## src/rtl/core/cnng_pkg.sv

```systemverilog
// Shared types, constants and helpers for the CANopen node guard block.
`default_nettype none

package cnng_pkg;

   // Field widths.
   localparam int unsigned IdWidth     = 11;
   localparam int unsigned NodeWidth   = 7;
   localparam int unsigned LenWidth    = 4;
   localparam int unsigned ByteWidth   = 8;
   localparam int unsigned CodeWidth   = 7;

   // CANopen identifier bases and the NMT broadcast identifier.
   localparam logic [IdWidth-1:0]   GuardBase  = 11'h700;
   localparam logic [IdWidth-1:0]   Pdo1Base   = 11'h200;
   localparam logic [IdWidth-1:0]   NmtId      = 11'h000;
   localparam logic [NodeWidth-1:0] NodeIdRst  = 7'd1;
   localparam logic [NodeWidth-1:0] NmtAllNode = 7'd0;

   // NMT command codes.
   localparam logic [ByteWidth-1:0] NmtCmdStart = 8'h01;
   localparam logic [ByteWidth-1:0] NmtCmdStop  = 8'h02;
   localparam logic [ByteWidth-1:0] NmtCmdPreop = 8'h80;

   // Guard reply state codes.
   localparam logic [CodeWidth-1:0] CodeStopped = 7'h04;
   localparam logic [CodeWidth-1:0] CodeOper    = 7'h05;
   localparam logic [CodeWidth-1:0] CodePreop   = 7'h7F;

   // Node state, encoded as reported on the result channel.
   typedef enum logic [1:0] {
      MODE_STOPPED = 2'd0,
      MODE_PREOP   = 2'd1,
      MODE_OPER    = 2'd2
   } mode_type;

   // Frame classification handed from the decoder to the state logic.
   typedef struct packed {
      logic guard_req;   // remote frame at the guard identifier
      logic nmt_req;     // NMT frame addressed to this node or to all
      logic pdo_req;     // data frame at the receive-PDO1 identifier
      logic mask_load;   // PDO frame carries a new relay mask
   } frame_class_type;

   // Guard reply state code for a node state.
   function automatic logic [CodeWidth-1:0] state_code(input mode_type m);
      logic [CodeWidth-1:0] code;
      code = CodePreop;
      if (m == MODE_STOPPED) begin
         code = CodeStopped;
      end else if (m == MODE_OPER) begin
         code = CodeOper;
      end
      return code;
   endfunction

endpackage

`default_nettype wire

```

## src/rtl/core/canopen_node_nmt_pdo_guard.sv

```systemverilog
// CANopen NMT slave with receive PDO1 relay control and node guarding replies.
// A request passes through the input register and then the result register before it reaches the rsp port.
// Throughput: one frame per cycle while rsp_stall is low; the input and result registers form a pipeline.
// rsp_stall holds both stages; req_stall rises only when the input stage is full.
// Synchronous reset: operational, relay mask 0xFF, relays off, toggle 0, node 1.
`default_nettype none

module canopen_node_nmt_pdo_guard
   import cnng_pkg::*;
(
   input  wire logic                 clock,
   input  wire logic                 reset,

   input  wire logic                 req_valid,
   output logic                      req_stall,
   input  wire logic [IdWidth-1:0]   req_frame_id,
   input  wire logic                 req_is_remote,
   input  wire logic [LenWidth-1:0]  req_length,
   input  wire logic [ByteWidth-1:0] req_byte0,
   input  wire logic [ByteWidth-1:0] req_byte1,

   output logic                      rsp_valid,
   input  wire logic                 rsp_stall,
   output logic [ByteWidth-1:0]      rsp_relay_state,
   output logic [1:0]                rsp_node_state,
   output logic                      rsp_reply_valid,
   output logic [IdWidth-1:0]        rsp_reply_id,
   output logic [ByteWidth-1:0]      rsp_reply_byte,

   input  wire logic                 csr_valid,
   output logic                      csr_ready,
   input  wire logic [NodeWidth-1:0] csr_data
);

   logic [NodeWidth-1:0] node_id_ff;

   logic                 in_valid_ff;
   logic                 in_valid_in;
   logic [IdWidth-1:0]   frame_id_ff;
   logic                 is_remote_ff;
   logic [LenWidth-1:0]  length_ff;
   logic [ByteWidth-1:0] byte0_ff;
   logic [ByteWidth-1:0] byte1_ff;

   logic                 out_valid_ff;
   logic                 out_valid_in;
   logic [ByteWidth-1:0] relay_state_ff;
   logic [1:0]           node_state_ff;
   logic                 reply_valid_ff;
   logic [IdWidth-1:0]   reply_id_ff;
   logic [ByteWidth-1:0] reply_byte_ff;

   logic                 advance;
   logic                 req_fire;
   logic                 in_fire;
   frame_class_type      frame_class;
   mode_type             mode_next;
   logic [ByteWidth-1:0] relays_next;
   logic [ByteWidth-1:0] reply_byte_next;
   logic [IdWidth-1:0]   guard_id;

   // Pipeline control: the result register frees when empty or being taken.
   assign advance   = !out_valid_ff || !rsp_stall;
   assign in_fire   = in_valid_ff && advance;
   assign req_stall = in_valid_ff && !advance;
   assign req_fire  = req_valid && !req_stall;

   assign in_valid_in  = req_fire || (in_valid_ff && !advance);
   assign out_valid_in = in_fire  || (out_valid_ff && rsp_stall);

   // Node number register; writes must arrive only while the block is idle, which the block does not enforce.
   assign csr_ready = 1'b1;

   always_ff @(posedge clock) begin
      if (reset) begin
         node_id_ff <= NodeIdRst;
      end else if (csr_valid && csr_ready) begin
         node_id_ff <= csr_data;
      end
   end

   // Valid flags for both stages.
   always_ff @(posedge clock) begin
      if (reset) begin
         in_valid_ff  <= 1'b0;
         out_valid_ff <= 1'b0;
      end else begin
         in_valid_ff  <= in_valid_in;
         out_valid_ff <= out_valid_in;
      end
   end

   // Input register captures each accepted transaction.
   always_ff @(posedge clock) begin
      if (req_fire) begin
         frame_id_ff  <= req_frame_id;
         is_remote_ff <= req_is_remote;
         length_ff    <= req_length;
         byte0_ff     <= req_byte0;
         byte1_ff     <= req_byte1;
      end
   end

   cnng_decode u_decode (
      .frame_id    (frame_id_ff),
      .is_remote   (is_remote_ff),
      .length      (length_ff),
      .byte0       (byte0_ff),
      .node_id     (node_id_ff),
      .frame_class (frame_class)
   );

   cnng_state u_state (
      .clock       (clock),
      .reset       (reset),
      .update      (in_fire),
      .frame_class (frame_class),
      .byte0       (byte0_ff),
      .byte1       (byte1_ff),
      .mode_next   (mode_next),
      .relays_next (relays_next),
      .reply_byte  (reply_byte_next)
   );

   assign guard_id = GuardBase | IdWidth'(node_id_ff);

   // Result register loads as the frame leaves the input stage.
   always_ff @(posedge clock) begin
      if (in_fire) begin
         relay_state_ff <= relays_next;
         node_state_ff  <= mode_next;
         reply_valid_ff <= frame_class.guard_req;
         reply_id_ff    <= frame_class.guard_req ? guard_id : '0;
         reply_byte_ff  <= reply_byte_next;
      end
   end

   assign rsp_valid       = out_valid_ff;
   assign rsp_relay_state = relay_state_ff;
   assign rsp_node_state  = node_state_ff;
   assign rsp_reply_valid = reply_valid_ff;
   assign rsp_reply_id    = reply_id_ff;
   assign rsp_reply_byte  = reply_byte_ff;

   // The input stage only pushes back when it holds a transaction.
   assert property (@(posedge clock) disable iff (reset) req_stall |-> in_valid_ff)
      else $error("input stall raised with an empty input stage");

   // A guard reply always carries the guard identifier base.
   assert property (@(posedge clock) disable iff (reset)
      (rsp_valid && rsp_reply_valid) |-> (rsp_reply_id[IdWidth-1:NodeWidth] == 4'hE))
      else $error("guard reply identifier outside the guard range");

   // Without a reply the reply fields read as zero.
   assert property (@(posedge clock) disable iff (reset)
      (rsp_valid && !rsp_reply_valid) |-> (rsp_reply_id == '0 && rsp_reply_byte == '0))
      else $error("reply fields set without a guard reply");

   // A guard reply carries one of the three state codes.
   assert property (@(posedge clock) disable iff (reset)
      (rsp_valid && rsp_reply_valid) |->
         (rsp_reply_byte[CodeWidth-1:0] == CodeStopped ||
          rsp_reply_byte[CodeWidth-1:0] == CodeOper ||
          rsp_reply_byte[CodeWidth-1:0] == CodePreop))
      else $error("guard reply with an unknown state code");

   // A stalled result keeps its relay levels.
   assert property (@(posedge clock) disable iff (reset)
      (rsp_valid && rsp_stall) |=> $stable(rsp_relay_state))
      else $error("relay result changed under stall");

endmodule

`default_nettype wire

```

## src/rtl/core/cnng_decode.sv

```systemverilog
// Frame classifier: matches the identifier, frame type, length and NMT address byte of one frame.
`default_nettype none

module cnng_decode
   import cnng_pkg::*;
(
   input  wire logic [IdWidth-1:0]   frame_id,
   input  wire logic                 is_remote,
   input  wire logic [LenWidth-1:0]  length,
   input  wire logic [ByteWidth-1:0] byte0,
   input  wire logic [NodeWidth-1:0] node_id,
   output frame_class_type           frame_class
);

   logic [IdWidth-1:0] guard_id;
   logic [IdWidth-1:0] pdo_id;
   logic               len_nonzero;
   logic               len_ge2;
   logic               addressed;

   // Node-specific identifiers; the node number never carries into the base.
   assign guard_id = GuardBase | IdWidth'(node_id);
   assign pdo_id   = Pdo1Base  | IdWidth'(node_id);

   // Length codes above eight count as eight, which changes neither test.
   assign len_nonzero = (length != '0);
   assign len_ge2     = (length >= LenWidth'(2));

   // An NMT frame is for this node when byte 0 is zero or the node number.
   assign addressed = (byte0 == ByteWidth'(NmtAllNode)) || (byte0 == ByteWidth'(node_id));

   // Classify the frame.
   always_comb begin
      frame_class.guard_req = is_remote && (frame_id == guard_id);
      frame_class.nmt_req   = !is_remote && len_ge2 && (frame_id == NmtId) && addressed;
      frame_class.pdo_req   = !is_remote && len_nonzero && (frame_id == pdo_id)
                              && (frame_id != NmtId);
      frame_class.mask_load = len_ge2;
   end

endmodule

`default_nettype wire

```

## src/rtl/core/cnng_state.sv

```systemverilog
// Node state, relay mask, relay levels and guard toggle with their update logic.
`default_nettype none

module cnng_state
   import cnng_pkg::*;
(
   input  wire logic                 clock,
   input  wire logic                 reset,
   input  wire logic                 update,
   input  wire frame_class_type      frame_class,
   input  wire logic [ByteWidth-1:0] byte0,
   input  wire logic [ByteWidth-1:0] byte1,
   output mode_type                  mode_next,
   output logic [ByteWidth-1:0]      relays_next,
   output logic [ByteWidth-1:0]      reply_byte
);

   mode_type             mode_ff;
   mode_type             mode_in;
   logic [ByteWidth-1:0] mask_ff;
   logic [ByteWidth-1:0] mask_in;
   logic [ByteWidth-1:0] relays_ff;
   logic [ByteWidth-1:0] relays_in;
   logic                 toggle_ff;
   logic                 toggle_in;

   // NMT command decode.
   always_comb begin
      mode_in = mode_ff;
      if (frame_class.nmt_req) begin
         unique case (byte1)
            NmtCmdStart: mode_in = MODE_OPER;
            NmtCmdStop:  mode_in = MODE_STOPPED;
            NmtCmdPreop: mode_in = MODE_PREOP;
            default:     mode_in = mode_ff;
         endcase
      end
   end

   // Receive PDO in operational mode: optional new mask, then masked relay update.
   always_comb begin
      mask_in   = mask_ff;
      relays_in = relays_ff;
      if (frame_class.pdo_req && (mode_ff == MODE_OPER)) begin
         if (frame_class.mask_load) begin
            mask_in = byte1;
         end
         relays_in = (relays_ff & ~mask_in) | (byte0 & mask_in);
      end
   end

   // Guard reply uses the toggle and state from before this frame.
   assign toggle_in  = toggle_ff ^ frame_class.guard_req;
   assign reply_byte = frame_class.guard_req ? {toggle_ff, state_code(mode_ff)} : '0;

   assign mode_next   = mode_in;
   assign relays_next = relays_in;

   // State registers advance once per transaction.
   always_ff @(posedge clock) begin
      if (reset) begin
         mode_ff   <= MODE_OPER;
         mask_ff   <= '1;
         relays_ff <= '0;
         toggle_ff <= 1'b0;
      end else if (update) begin
         mode_ff   <= mode_in;
         mask_ff   <= mask_in;
         relays_ff <= relays_in;
         toggle_ff <= toggle_in;
      end
   end

endmodule

`default_nettype wire
```

## config.mk

```make
export PLATFORM = sky130hd
export DESIGN_NAME = canopen_node_nmt_pdo_guard
export DESIGN_NICKNAME = d
export VERILOG_FILES = /design/src/rtl/core/cnng_pkg.sv /design/src/rtl/core/canopen_node_nmt_pdo_guard.sv /design/src/rtl/core/cnng_decode.sv /design/src/rtl/core/cnng_state.sv
export SDC_FILE = /design/constraint.sdc
export NUM_CORES = 1
export LEC_CHECK = 0
export ABC_AREA = 0
export BUFFER_PORTS_ARGS = -buffer_cell sky130_fd_sc_hd__buf_2
export CAP_MARGIN = 20
export CORE_MARGIN = 2
export CORE_UTILIZATION = 30
export DETAILED_ROUTE_END_ITERATION = 6
export GPL_TIMING_DRIVEN = 0
export HOLD_SLACK_MARGIN = 0.03
export REMOVE_ABC_BUFFERS = 1
export SKIP_LAST_GASP = 1
export SYNTH_ARGS = -nofsm -noshare
export SYNTH_HDL_FRONTEND = slang
export SYNTH_SLANG_ARGS = --single-unit
```

## constraint.sdc

```tcl
create_clock -name clock -period 2.95 [get_ports clock]
set_clock_uncertainty 0.2 [all_clocks]
set_input_delay 0.885 -clock clock [delete_from_list [all_inputs] [get_ports clock]]
set_output_delay 0.885 -clock clock [all_outputs]
set_load 0.05 [all_outputs]
```

======== After elaboration in Yosys (flattened, before gate mapping) ========
Index checks and enable logic that the tools add are counted.
word-level totals
  logic and storage cells ................. 69
  register bits after elaboration ......... 90
  input bits .............................. 44
  output and inout port bits .............. 33
operators by class
  mux-type cells .......................... 8
  bitwise operators ....................... 6
  order comparisons ....................... 1
  equal/unequal tests ..................... 7
  reductions and logical operators ........ 28
operators with widths
  kind                                                                                 number
  8-bit 2-to-1 mux                                                                     3
  8-bit AND                                                                            2
  1-bit logical AND                                                                    12
  11-bit by 10-bit equality test with 1-bit output                                     1
  11-bit equality test                                                                 1
  11-bit zero test                                                                     1
  11-bit 2-to-1 mux                                                                    1
  11-bit nonzero test                                                                  1
  8-bit by 1-bit equality test with 1-bit output, second input constant                1
  8-bit by 2-bit equality test with 1-bit output, second input constant                1
  8-bit by 7-bit equality test with 1-bit output                                       1
  8-bit equality test, second input constant                                           1
  8-bit zero test                                                                      1
  8-bit inverter                                                                       1
  8-bit bitwise OR                                                                     1
  7-bit 2-to-1 mux                                                                     1
  2-bit one-hot mux with 3 select lines                                                1
  1-bit zero test                                                                      5
  4-bit by 2-bit greater-or-equal comparator with 1-bit output, second input constant  1
  1-bit logical OR                                                                     4
  4-bit nonzero test                                                                   1
  3-bit 2-to-1 mux                                                                     1
  2-bit equality test, second input constant                                           1
  2-bit zero test                                                                      1
  other kinds (5)                                                                      5

======== Logic depth before layout (Yosys ltp) ========
Gate-level depths: netlist of the first run.
  depth in word-level cells ............... 10
  mapped depth ............................ 7
  depth with buffers taken out ............ 6

======== By module ========
A second synthesis of the first run with hierarchy kept.
unflattened totals
  cells, all modules ...................... 263
  area, all modules ....................... 3565.9 sq um
by module, submodules not included
  module                      times used  cells each  area an instance (sq um)  sequential area each (sq um)
  canopen_node_nmt_pdo_guard  1           105         2164.6                    1921.8
  cnng_state                  1           124         1152.4                    380.4
  cnng_decode                 1           34          249.0                     0.0

======== Worst setup path before layout of the first run ========
No wires, ideal clock.
  path kind ............................... input to register
  start point ............................. input port rsp_stall
  end point ............................... register byte0_ff[0], enable pin
  arrival ................................. 2.732 ns
  cell stages on the path ................. 2
  buffers on the path ..................... 0
  required time ........................... 2.326 ns
  setup time .............................. 0.424 ns
  setup slack ............................. -0.406 ns
  cells stage by stage .................... and3_1 -> nor2b_1
on the way
  cells in the longest elaborated chain, start to end .. 6
ends and longest elaborated chain
  item                  RTL line                          text
  start, declared       canopen_node_nmt_pdo_guard.sv:23  input wire logic rsp_stall,
  1-bit zero test       canopen_node_nmt_pdo_guard.sv:63  assign advance = !out_valid_ff || !rsp_stall;
  1-bit logical OR      canopen_node_nmt_pdo_guard.sv:63
  1-bit zero test       canopen_node_nmt_pdo_guard.sv:65  assign req_stall = in_valid_ff && !advance;
  1-bit logical AND     canopen_node_nmt_pdo_guard.sv:65
  1-bit zero test       canopen_node_nmt_pdo_guard.sv:66  assign req_fire = req_valid && !req_stall;
  1-bit logical AND     canopen_node_nmt_pdo_guard.sv:66
  net req_fire          canopen_node_nmt_pdo_guard.sv:54  logic req_fire;
  end signal, assigned  canopen_node_nmt_pdo_guard.sv:99  byte0_ff <= req_byte0;
  end, declared         canopen_node_nmt_pdo_guard.sv:42  logic [ByteWidth-1:0] byte0_ff;
The timed path passes the listed nets, and every way through them passes these cells.
A chain may end at the register's enable or synchronous reset.

======== Worst setup path in the final report of the first run ========
  start point ............................. input port rsp_stall
  end point ............................... register u_state.relays_ff[0]
on the way
  cells in the longest elaborated chain, start to end .. 3
ends and longest elaborated chain
  item                  RTL line                          text
  1-bit zero test       canopen_node_nmt_pdo_guard.sv:63
  1-bit logical OR      canopen_node_nmt_pdo_guard.sv:63
  1-bit logical AND     canopen_node_nmt_pdo_guard.sv:64  assign in_fire = in_valid_ff && advance;
  net in_fire           canopen_node_nmt_pdo_guard.sv:55  logic in_fire;
  end signal, assigned  cnng_state.sv:69                  relays_ff <= relays_in;
  end, declared         cnng_state.sv:22                  logic [ByteWidth-1:0] relays_ff;
The timed path passes the listed nets, and every way through them passes these cells.

==> results.tsv, run 1 <==
metric	value	unit
Starting Density	0.305	
Final Hold Vio Count	0	
worst-margin pin slew	0.894	ns
root buf cell	clkbuf_16	
Mapped Cells	256	
worst IR drop on VDD	0.266	mV
Routed Antenna Nets	0	
CTS tree	done	
Inserted Clock Buffers	9	
RSZ-0062 raised after global routing	false	
Max Cap Violations	0	
Crit Path Max Fanout	24	
Req. time, crit path	3.01	ns
fin. max-slew vios	0	
htree depth	3	
ys async rst share	0	
DRC viols	0	
kind of critical path	input port to flop	
first-pass GRT wire length	10900	um
Leak Pwr	1.59	nW
Ports	77	
Chip Height	111	um
Area contributors post-synth	edfxtp_1 (47%), dfxtp_1 (16%), mux2i_1 (6.1%)	
Final Cycle Share	0.949	
RR Endpoint	rsp_relay_state[1]$_DFFE_PP_	
commonest non-fill, non-tap cell in the layout	buf_2	
fin worst setup slack	0.151	ns
vias in the first global route	2104	
Area Overhead vs Synth	22.4	%
CTS Sinks	82	
per-cell routed wire length	15.0	um
fin nets	369	
# rows	39	
Finish-stage setup viols	0	
Reg2Reg Setup Slack	0.33	ns
Seq cells post-synth	82	
Placement Setup Slack	-0.596	ns
Crit. End Element	flop	
Cell Area, Synth	3450	um^2
min cycle time layout	2.80	ns
DRT Wirelength	7110	um
Most used DFF post-synth	edfxtp_1	
outcome	completed	
Worst R2R Start	is_remote_ff$_DFFE_PP_	
via count	2190	
Tot GR Track Use	0.116	
DR pass1 iterations	5	
Port Buffers	74	
Cell variety after synth	47	
sequential-to-total area share from yosys stat	0.633	
Synth top area share	0.470	
Slew HR	0.402	
Hold Path Depth	1	
dpl hpwl	5140	um
layout cell share with drive strength beyond 1	0.336	
die width	111	um
Synth Area per Inst	13.5	um^2
post-synth top area cell	edfxtp_1	
worst hold slack	0.266	ns
hold wc startpoint	u_state.mask_ff[5]$_SDFFE_PP1P_	
EDFF count, synth	54	
CP arrival	2.86	ns
grt ovf	0	
clk buf depth	2	
element type at the critical path start	input port	
Max Fclk	0.357	GHz
DR vias/cell	4.63	
largest net degree at the start of global routing	38	
clk slew on worst S/H paths	0.06	ns
core area	11300	um^2
gp weighted congestion	0.747	
antenna violations before repair	0	
Yosys Warn Count	0	
# Post-CTS Setup Buffers	0	
Initial DRC Count	85	
Skew-Pair Late Insertion Delay	0.33	ns
PwrDens	625	nW/um^2
Hold Path End	u_state.mask_ff[5]$_SDFFE_PP1P_	
DIE AREA	12400	um^2
R2R cell count	5	
most frequent cells in the layout	buf_2 (74), edfxtp_1 (54), nor2_1 (28), dfxtp_1 (28), mux2i_1 (21)	
min-delay worst type	flop to flop	
ANT cells	0	
final cells by class:
| cell class | instances | area [um^2] |
|---|---|---|
| flip-flops and latches | 82 | 2180 |
| repair buffers | 75 | 382 |
| clock buffers | 9 | 225 |
| inverters | 3 | 15.0 |
| well taps | 143 | 179 |
| fillers | 1096 | 7100 |
| clock inverters | 7 | 80.1 |
| multi-input cells | 154 | 1160 |
registers in the layout (all words and copies together), names as in the netlist, 4 cells and up:
signal / count
rsp_reply_byte: 4
u_state.relays_ff: 8
byte1_ff: 8
u_state.mask_ff: 8
node_id_ff: 7
byte0_ff: 8
frame_id_ff: 11
rsp_relay_state: 8
rsp_reply_id: 8
length_ff: 4
critical path: stages:
cell,delay (ns)
buf_2,0.11
nand2_1,0.05
nand2_1,0.16
clkinvlp_4,0.48
nand4_2,0.48
or4b_1,0.60
o21ai_1,0.08
synth_stat cells (3+ instances only):
cell / count
a211o_1: 9
and2_1: 10
and3_1: 3
buf_4: 9
clkbuf_1: 6
dfxtp_1: 28
edfxtp_1: 54
inv_1: 3
mux2_2: 8
mux2i_1: 21
nand2_1: 6
nand2b_1: 16
nor2_1: 28
nor4_1: 4
xnor2_1: 3
xor2_1: 12
report_power, final:
group          leakage, nW  switching (mW)  internal, mW
clock                0.142           0.455         0.661
combinational        0.706           0.141        0.0681
sequential           0.741          0.0398          1.28
worst max-delay path by stage:
stage,endpoint,start
after floorplan,byte0_ff[0]$_DFFE_PP_,rsp_stall
after global placement,byte0_ff[4]$_DFFE_PP_,rsp_stall
after detailed placement,u_state.relays_ff[0]$_SDFFE_PP0P_,rsp_stall
after CTS,u_state.relays_ff[0]$_SDFFE_PP0P_,rsp_stall
after global routing,u_state.relays_ff[0]$_SDFFE_PP0P_,rsp_stall
final,u_state.relays_ff[0]$_SDFFE_PP0P_,rsp_stall
layer usage:
layer / track usage / routed length, um / vias up
met4: 0.0494 / 116 / 0
met2: 0.179 / 3350 / 74
met3: 0.0317 / 435 / 10
met1: 0.153 / 3210 / 1036
met5: 0 / 0 / -
li1: - / - / 1070
metrics by stage:
step	std cells	utilization	TNS, ns	instance area (um^2)	total power, mW
global route	473	0.373	0	4220	2.74
finish	473	0.373	0	4220	2.64
CTS	473	0.373	0	4220	2.67
global placement	456	0.344	-39.70	3890	1.54
detailed placement	457	0.346	-6.41	3910	1.55
floorplan	239	-	-13.00	3340	1.46
repair_timing:
action | in CTS | in global routing
hold buffers | 0 | 0
gates resized for setup | 1 | 0
endpoints found under the hold margin | 0 | 0
endpoints found under the setup margin | 16 | 0
kinds of logic after synthesis:
family,after synthesis,synth area share
AOI/OAI and AO/OA,24,0.0624
and+or+nand+nor,84,0.143
DFF,82,0.633
muxes,29,0.0871
xor gates and xnor gates,15,0.0381
other,2,0.00218
buffers and inverters,20,0.0352
(Power assumes the default switching activity.)
==> run 2: changes to the inputs <==
--- a/config.mk
+++ b/config.mk
@@ -8,7 +8,7 @@
 export ABC_AREA = 0
 export BUFFER_PORTS_ARGS = -buffer_cell sky130_fd_sc_hd__buf_2
 export CAP_MARGIN = 20
-export CORE_MARGIN = 2
+export CORE_MARGIN = 8
 export CORE_UTILIZATION = 30
 export DETAILED_ROUTE_END_ITERATION = 6
 export GPL_TIMING_DRIVEN = 0
==> constraint.sdc (replaced) <==
create_clock -name clock -period 2.7 [get_ports clock]
set_clock_uncertainty 0.2 [all_clocks]
set_input_delay 0.81 -clock clock [delete_from_list [all_inputs] [get_ports clock]]
set_output_delay 0.81 -clock clock [all_outputs]
set_load 0.05 [all_outputs]
==> run 2 against run 1 <==
  * Non-clock buffer count is the same
  * Setup slack gained 0.0069 ns
  * Highest routed layer unchanged
  * Sequential power grew 9.9%
  * Largest cell class unchanged
  * Largest power group unchanged
  * First-iteration DRC count grew 16%
==> results.tsv, run 2 (synthesized netlist as in run 1, its figures left out) <==
metric	value	unit	change
CP Capture Point	rsp_relay_state[1]$_DFFE_PP_		
Max Cap Violations	0		unchanged
Slew HR	0.414		+0.0118
uppermost layer routed	met4		
R2R cell count	5		unchanged
DR pass1 iterations	4		-1
htree depth	3		unchanged
via count	2175		-0.68%
Crit Path Max Fanout	8		-67%
core area	11300	um^2	unchanged
layout filler cell count	1110		+1.3%
PwrDens	680	nW/um^2	+8.8%
Leak Pwr	1.60	nW	+0.92%
largest net degree at the start of global routing	38		unchanged
Routed Antenna Nets	0		unchanged
CTS Sinks	82		unchanged
clk buf depth	2		unchanged
Ports	77		unchanged
Chip Height	123	um	+11%
most frequent cells in the layout	buf_2 (74), edfxtp_1 (54), nor2_1 (28), dfxtp_1 (28), mux2i_1 (21)		
per-cell routed wire length	15.7	um	+4.4%
WL met2	3450	um	+3.1%
Area Overhead vs Synth	22.9	%	
CTS tree	done		
Max Fclk	0.393	GHz	
DR vias/cell	4.59		-0.89%
gp weighted congestion	0.774		+3.6%
min cycle time layout	2.54	ns	
root buf cell	clkbuf_16		
fin. max-slew vios	0		unchanged
antenna violations before repair	0		unchanged
# rows	39		unchanged
wire length on met1	3290	um	+2.6%
Inserted Clock Buffers	9		unchanged
Final Cycle Share	0.942		
Finish-stage setup viols	0		unchanged
fin worst setup slack	0.158	ns	+0.00691 ns
DRT Wirelength	7440	um	+4.6%
ANT cells	0		unchanged
met3 routed WL	514	um	+18%
Worst R2R Start	is_remote_ff$_DFFE_PP_		
most flop-heavy register	frame_id_ff		
clk slew on worst S/H paths	0.06	ns	about the same
Final Util	0.374		+0.00155
die width	123	um	+11%
RR Endpoint	rsp_relay_state[1]$_DFFE_PP_		
commonest non-fill, non-tap cell in the layout	buf_2		
Skew-Pair Late Insertion Delay	0.33	ns	about the same
Reg2Reg Setup Slack	0.16	ns	-0.17 ns
DIE AREA	15200	um^2	+23%
Initial DRC Count	99		+16%
Multi-input gate area	1170	um^2	+1.2%
Tot GR Track Use	0.101		-0.0145
Hold-fix buffers, CTS	0		unchanged
area taken by flip-flops and latches	2180	um^2	unchanged
Req. time, crit path	2.58	ns	-0.43 ns
worst-margin pin slew	0.877	ns	-0.0177 ns
DRC viols	0		unchanged
element type at the critical path start	flop		
CP Launch Point	is_remote_ff$_DFFE_PP_		
outcome	completed		
RSZ-0062 raised after global routing	false		
dpl hpwl	5610	um	+9.1%
Final Hold Vio Count	0		unchanged
Port Buffers	74		unchanged
Crit. End Element	flop		
worst IR drop on VDD	0.297	mV	+11%
min-delay worst type	flop to flop		
Starting Density	0.305		unchanged
grt ovf	0		unchanged
fin nets	370		+0.27%
CP arrival	2.42	ns	-0.44 ns
max reg flops	11		unchanged
vias in the first global route	2246		+6.7%
Placement Setup Slack	-0.803	ns	-0.208 ns
kind of critical path	flop to flop		
first-pass GRT wire length	11600	um	+6.4%
layout cell share with drive strength beyond 1	0.341		+0.00503
## run 2: critical path: stages, from the launching register on
cell       delay (ns)
edfxtp_1         0.40
or3_4            0.45
a2111oi_4        0.44
nand3_2          0.27
nor2_1           0.19
mux2_2           0.35
## run 2: area by class of cell
type                    instances  share of cell area
flip-flops and latches         82               0.515
multi-input cells             154               0.277
repair buffers                 75              0.0900
clock buffers                   9              0.0531
well taps                     143              0.0422
clock inverters                 7              0.0186
inverters                       3             0.00354
repair inverters                1             0.00118
## run 2: worst min-delay path by stage
| stage | from | to | slack (ns) | cells after the start |
|---|---|---|---|---|
| floorplan | u_state.mask_ff[0]$_SDFFE_PP1P_ | u_state.mask_ff[0]$_SDFFE_PP1P_ | 0.24 | 1 |
| global placement | u_state.mask_ff[3]$_SDFFE_PP1P_ | u_state.mask_ff[3]$_SDFFE_PP1P_ | 0.24 | 1 |
| detailed placement | u_state.mask_ff[2]$_SDFFE_PP1P_ | u_state.mask_ff[2]$_SDFFE_PP1P_ | 0.25 | 1 |
| CTS | u_state.mask_ff[2]$_SDFFE_PP1P_ | u_state.mask_ff[2]$_SDFFE_PP1P_ | 0.27 | 1 |
| global route | u_state.mask_ff[4]$_SDFFE_PP1P_ | u_state.mask_ff[4]$_SDFFE_PP1P_ | 0.28 | 1 |
| finish | u_state.mask_ff[6]$_SDFFE_PP1P_ | u_state.mask_ff[6]$_SDFFE_PP1P_ | 0.27 | 1 |
## run 2: power by group
group	total [mW]	switching, mW	internal [mW]
Clock	1.22	0.494	0.724
Sequential	1.44	0.0426	1.39
Combinational	0.230	0.156	0.0747
Total	2.88	0.692	2.19
## run 2: routing by layer
metal  global-route usage  vias up
li1                     -     1074
met1                0.122     1020
met2                0.159       67
met3               0.0288       14
met4               0.0572        0
met5                    0        -
## run 2: what timing repair did
action	in CTS	in global routing
gates cloned	1	0
pin swaps	0	0
setup buffers	0	0
resized for setup	1	2
setup endpoints to repair	16	5
## run 2: through the flow
stage | power, mW | area (um^2) | hold slack [ns] | setup TNS [ns] | cells
3_5_place_dp | 1.70 | 3910 | 0.250 | -10.29 | 457
2_1_floorplan | 1.60 | 3340 | 0.235 | -20.81 | 239
6_report | 2.88 | 4240 | 0.265 | 0 | 474
5_1_grt | 3.00 | 4240 | 0.277 | 0 | 474
3_3_place_gp | 1.69 | 3890 | 0.243 | -52.01 | 456
4_1_cts | 2.92 | 4230 | 0.265 | 0 | 474
==> run 3: changes to the inputs <==
--- a/config.mk
+++ b/config.mk
@@ -7,7 +7,7 @@
 export LEC_CHECK = 0
 export ABC_AREA = 0
 export BUFFER_PORTS_ARGS = -buffer_cell sky130_fd_sc_hd__buf_2
-export CAP_MARGIN = 20
+export CAP_MARGIN = 10
 export CORE_MARGIN = 8
 export CORE_UTILIZATION = 30
 export DETAILED_ROUTE_END_ITERATION = 6
==> constraint.sdc (replaced) <==
create_clock -name clock -period 3.26 [get_ports clock]
set_clock_uncertainty 0.2 [all_clocks]
set_input_delay 0.978 -clock clock [delete_from_list [all_inputs] [get_ports clock]]
set_output_delay 0.978 -clock clock [all_outputs]
set_load 0.05 [all_outputs]
==> run 3 against run 2 <==
  * Largest cell class unchanged
  * Core utilization decreased by 0.17 points
  * Sequential power decreased by 17%
  * Largest power group unchanged
  * Via count grew 0.23%
  * Clock power down 17%
  * First-iteration DRC count up 1.0%
  * Critical path type is now input port to flop
  * Total power is 17% lower
  * Die area did not move
  * Setup slack better by 0.24 ns
==> results.tsv, run 3 (synthesized netlist as in run 1, its figures left out) <==
metric	value	unit	change
via count	2180		+0.23%
fin. max-slew vios	0		unchanged
met3 routed WL	508	um	-1.2%
Reg2Reg Setup Slack	0.64	ns	+0.48 ns
element type at the critical path start	input port		
vias in the first global route	2242		-0.18%
WL met2	3440	um	-0.26%
Tot GR Track Use	0.100		-0.000773
CP Capture Point	u_state.relays_ff[0]$_SDFFE_PP0P_		
clk buf depth	2		unchanged
root buf cell	clkbuf_16		
# rows	39		unchanged
gp weighted congestion	0.774		unchanged
die width	123	um	unchanged
Net Sw Power	0.575	mW	-17%
placed cell areas	3910	um^2	unchanged
Skew-Pair Late Insertion Delay	0.33	ns	about the same
commonest non-fill, non-tap cell in the layout	buf_2		
Ports	77		unchanged
uppermost layer routed	met4		
Final Cycle Share	0.879		
wire length on met1	3270	um	-0.82%
clk slew on worst S/H paths	0.06	ns	about the same
post-cts resize count	1		unchanged
layout cell share with drive strength beyond 1	0.336		-0.00503
DRT Wirelength	7420	um	-0.26%
RSZ-0062 raised after global routing	false		
grt ovf	0		unchanged
dpl hpwl	5610	um	unchanged
most flop-heavy register	frame_id_ff		
Int Pwr	1.81	mW	-17%
max reg flops	11		unchanged
Port Buffers	74		unchanged
layout filler cell count	1111		+0.090%
CTS tree	done		
Max Fclk	0.349	GHz	
per-cell routed wire length	15.7	um	about the same
largest net degree at the start of global routing	38		unchanged
min-delay worst type	flop to flop		
Final Hold Vio Count	0		unchanged
Crit. End Element	flop		
antenna violations before repair	0		unchanged
min cycle time layout	2.87	ns	
kind of critical path	input port to flop		
CP arrival	2.93	ns	+0.51 ns
fin cells	473		-0.21%
Seq pwr share	0.498		about the same
worst IR drop on VDD	0.246	mV	-17%
# Post-CTS Setup Buffers	0		unchanged
outcome	completed		
fin nets	369		-0.27%
most frequent cells in the layout	buf_2 (74), edfxtp_1 (54), nor2_1 (28), dfxtp_1 (28), mux2i_1 (21)		
Net Sw Frac	0.241		+0.000675
combinational share of power	0.079		about the same
first-pass GRT wire length	11500	um	-0.66%
Crit Path Max Fanout	24		+16
DR pass1 iterations	4		unchanged
Finish-stage setup viols	0		unchanged
DRC viols	0		unchanged
core area	11300	um^2	unchanged
Req. time, crit path	3.33	ns	+0.75 ns
RR Endpoint	rsp_relay_state[0]$_DFFE_PP_		
clock power share	0.423		about the same
Starting Density	0.305		unchanged
Slew HR	0.412		-0.00249
Leak Pwr	1.60	nW	-0.40%
DIE AREA	15200	um^2	unchanged
PwrDens	566	nW/um^2	-17%
area taken by flip-flops and latches	2180	um^2	unchanged
Worst R2R Start	is_remote_ff$_DFFE_PP_		
Area Overhead vs Synth	22.3	%	
Routed Antenna Nets	0		unchanged
post-route cell area	4220	um^2	-0.44%
Cells after DPL	457		unchanged
CTS Sinks	82		unchanged
Multi-input gate area	1160	um^2	-1.2%
Inserted Clock Buffers	9		unchanged
worst-margin pin slew	0.881	ns	+0.00373 ns
Max Cap Violations	0		unchanged
Hold-fix buffers, CTS	0		unchanged
DR vias/cell	4.61		+0.44%
Chip Height	123	um	unchanged
htree depth	3		unchanged
Initial DRC Count	100		+1.0%
ANT cells	0		unchanged
CP Launch Point	rsp_stall		
R2R cell count	5		unchanged
[run 3: cell types whose count changed in the layout (fill, tap and decap cells not counted), sizes merged]
cell	delta
clkinvlp	-1
[run 3: worst min path at each step]
stage                                               start                         endpoint  slack [ns]  depth (start not counted)
after detailed placement  u_state.mask_ff[2]$_SDFFE_PP1P_  u_state.mask_ff[2]$_SDFFE_PP1P_        0.25                          1
final                     u_state.mask_ff[2]$_SDFFE_PP1P_  u_state.mask_ff[2]$_SDFFE_PP1P_        0.27                          1
after floorplan           u_state.mask_ff[0]$_SDFFE_PP1P_  u_state.mask_ff[0]$_SDFFE_PP1P_        0.24                          1
after global routing      u_state.mask_ff[4]$_SDFFE_PP1P_  u_state.mask_ff[4]$_SDFFE_PP1P_        0.28                          1
after global placement    u_state.mask_ff[3]$_SDFFE_PP1P_  u_state.mask_ff[3]$_SDFFE_PP1P_        0.24                          1
after CTS                 u_state.mask_ff[2]$_SDFFE_PP1P_  u_state.mask_ff[2]$_SDFFE_PP1P_        0.27                          1
[run 3: stage by stage]
step                      hold WS (ns)   util  TNS (ns)  setup slack (ns)  power, mW
final                            0.266  0.373         0             0.394       2.39
after detailed placement         0.250  0.346     -3.94            -0.411       1.40
after CTS                        0.265  0.373         0             0.355       2.42
after global placement           0.243  0.344    -25.49            -0.638       1.40
after floorplan                  0.235      -     -6.06            -0.189       1.32
after global routing             0.277  0.373         0             0.192       2.48
[run 3: critical path, stage by stage]
cell and delay, ns:
buf_2 0.11, nand2_1 0.05, nand2_1 0.15, clkinvlp_4 0.47
nand4_2 0.48, or4b_1 0.61, o21ai_1 0.08
[run 3: layout make-up]
class,instances,share of cell area
clock buffer,9,0.0534
clock inverter,7,0.0187
inverter,3,0.00356
multi-input combinational,154,0.275
sequential,82,0.517
tap,143,0.0424
timing repair buffer,75,0.0904
[run 3: power groups by stage]
| stage | Combinational [mW] | Clock [mW] | Sequential [mW] |
|---|---|---|---|
| final | 0.189 | 1.01 | 1.19 |
| after global routing | 0.204 | 1.08 | 1.19 |
| after CTS | 0.193 | 1.04 | 1.19 |
| after detailed placement | 0.191 | 0 | 1.21 |
| after global placement | 0.186 | 0 | 1.21 |
| after floorplan | 0.0694 | 0 | 1.26 |
[run 3: routing by layer]
| layer | vias up | global-route usage |
|---|---|---|
| li1 | 1069 | - |
| met2 | 71 | 0.160 |
| met3 | 15 | 0.0288 |
| met5 | - | 0 |
| met1 | 1025 | 0.120 |
| met4 | 0 | 0.0564 |
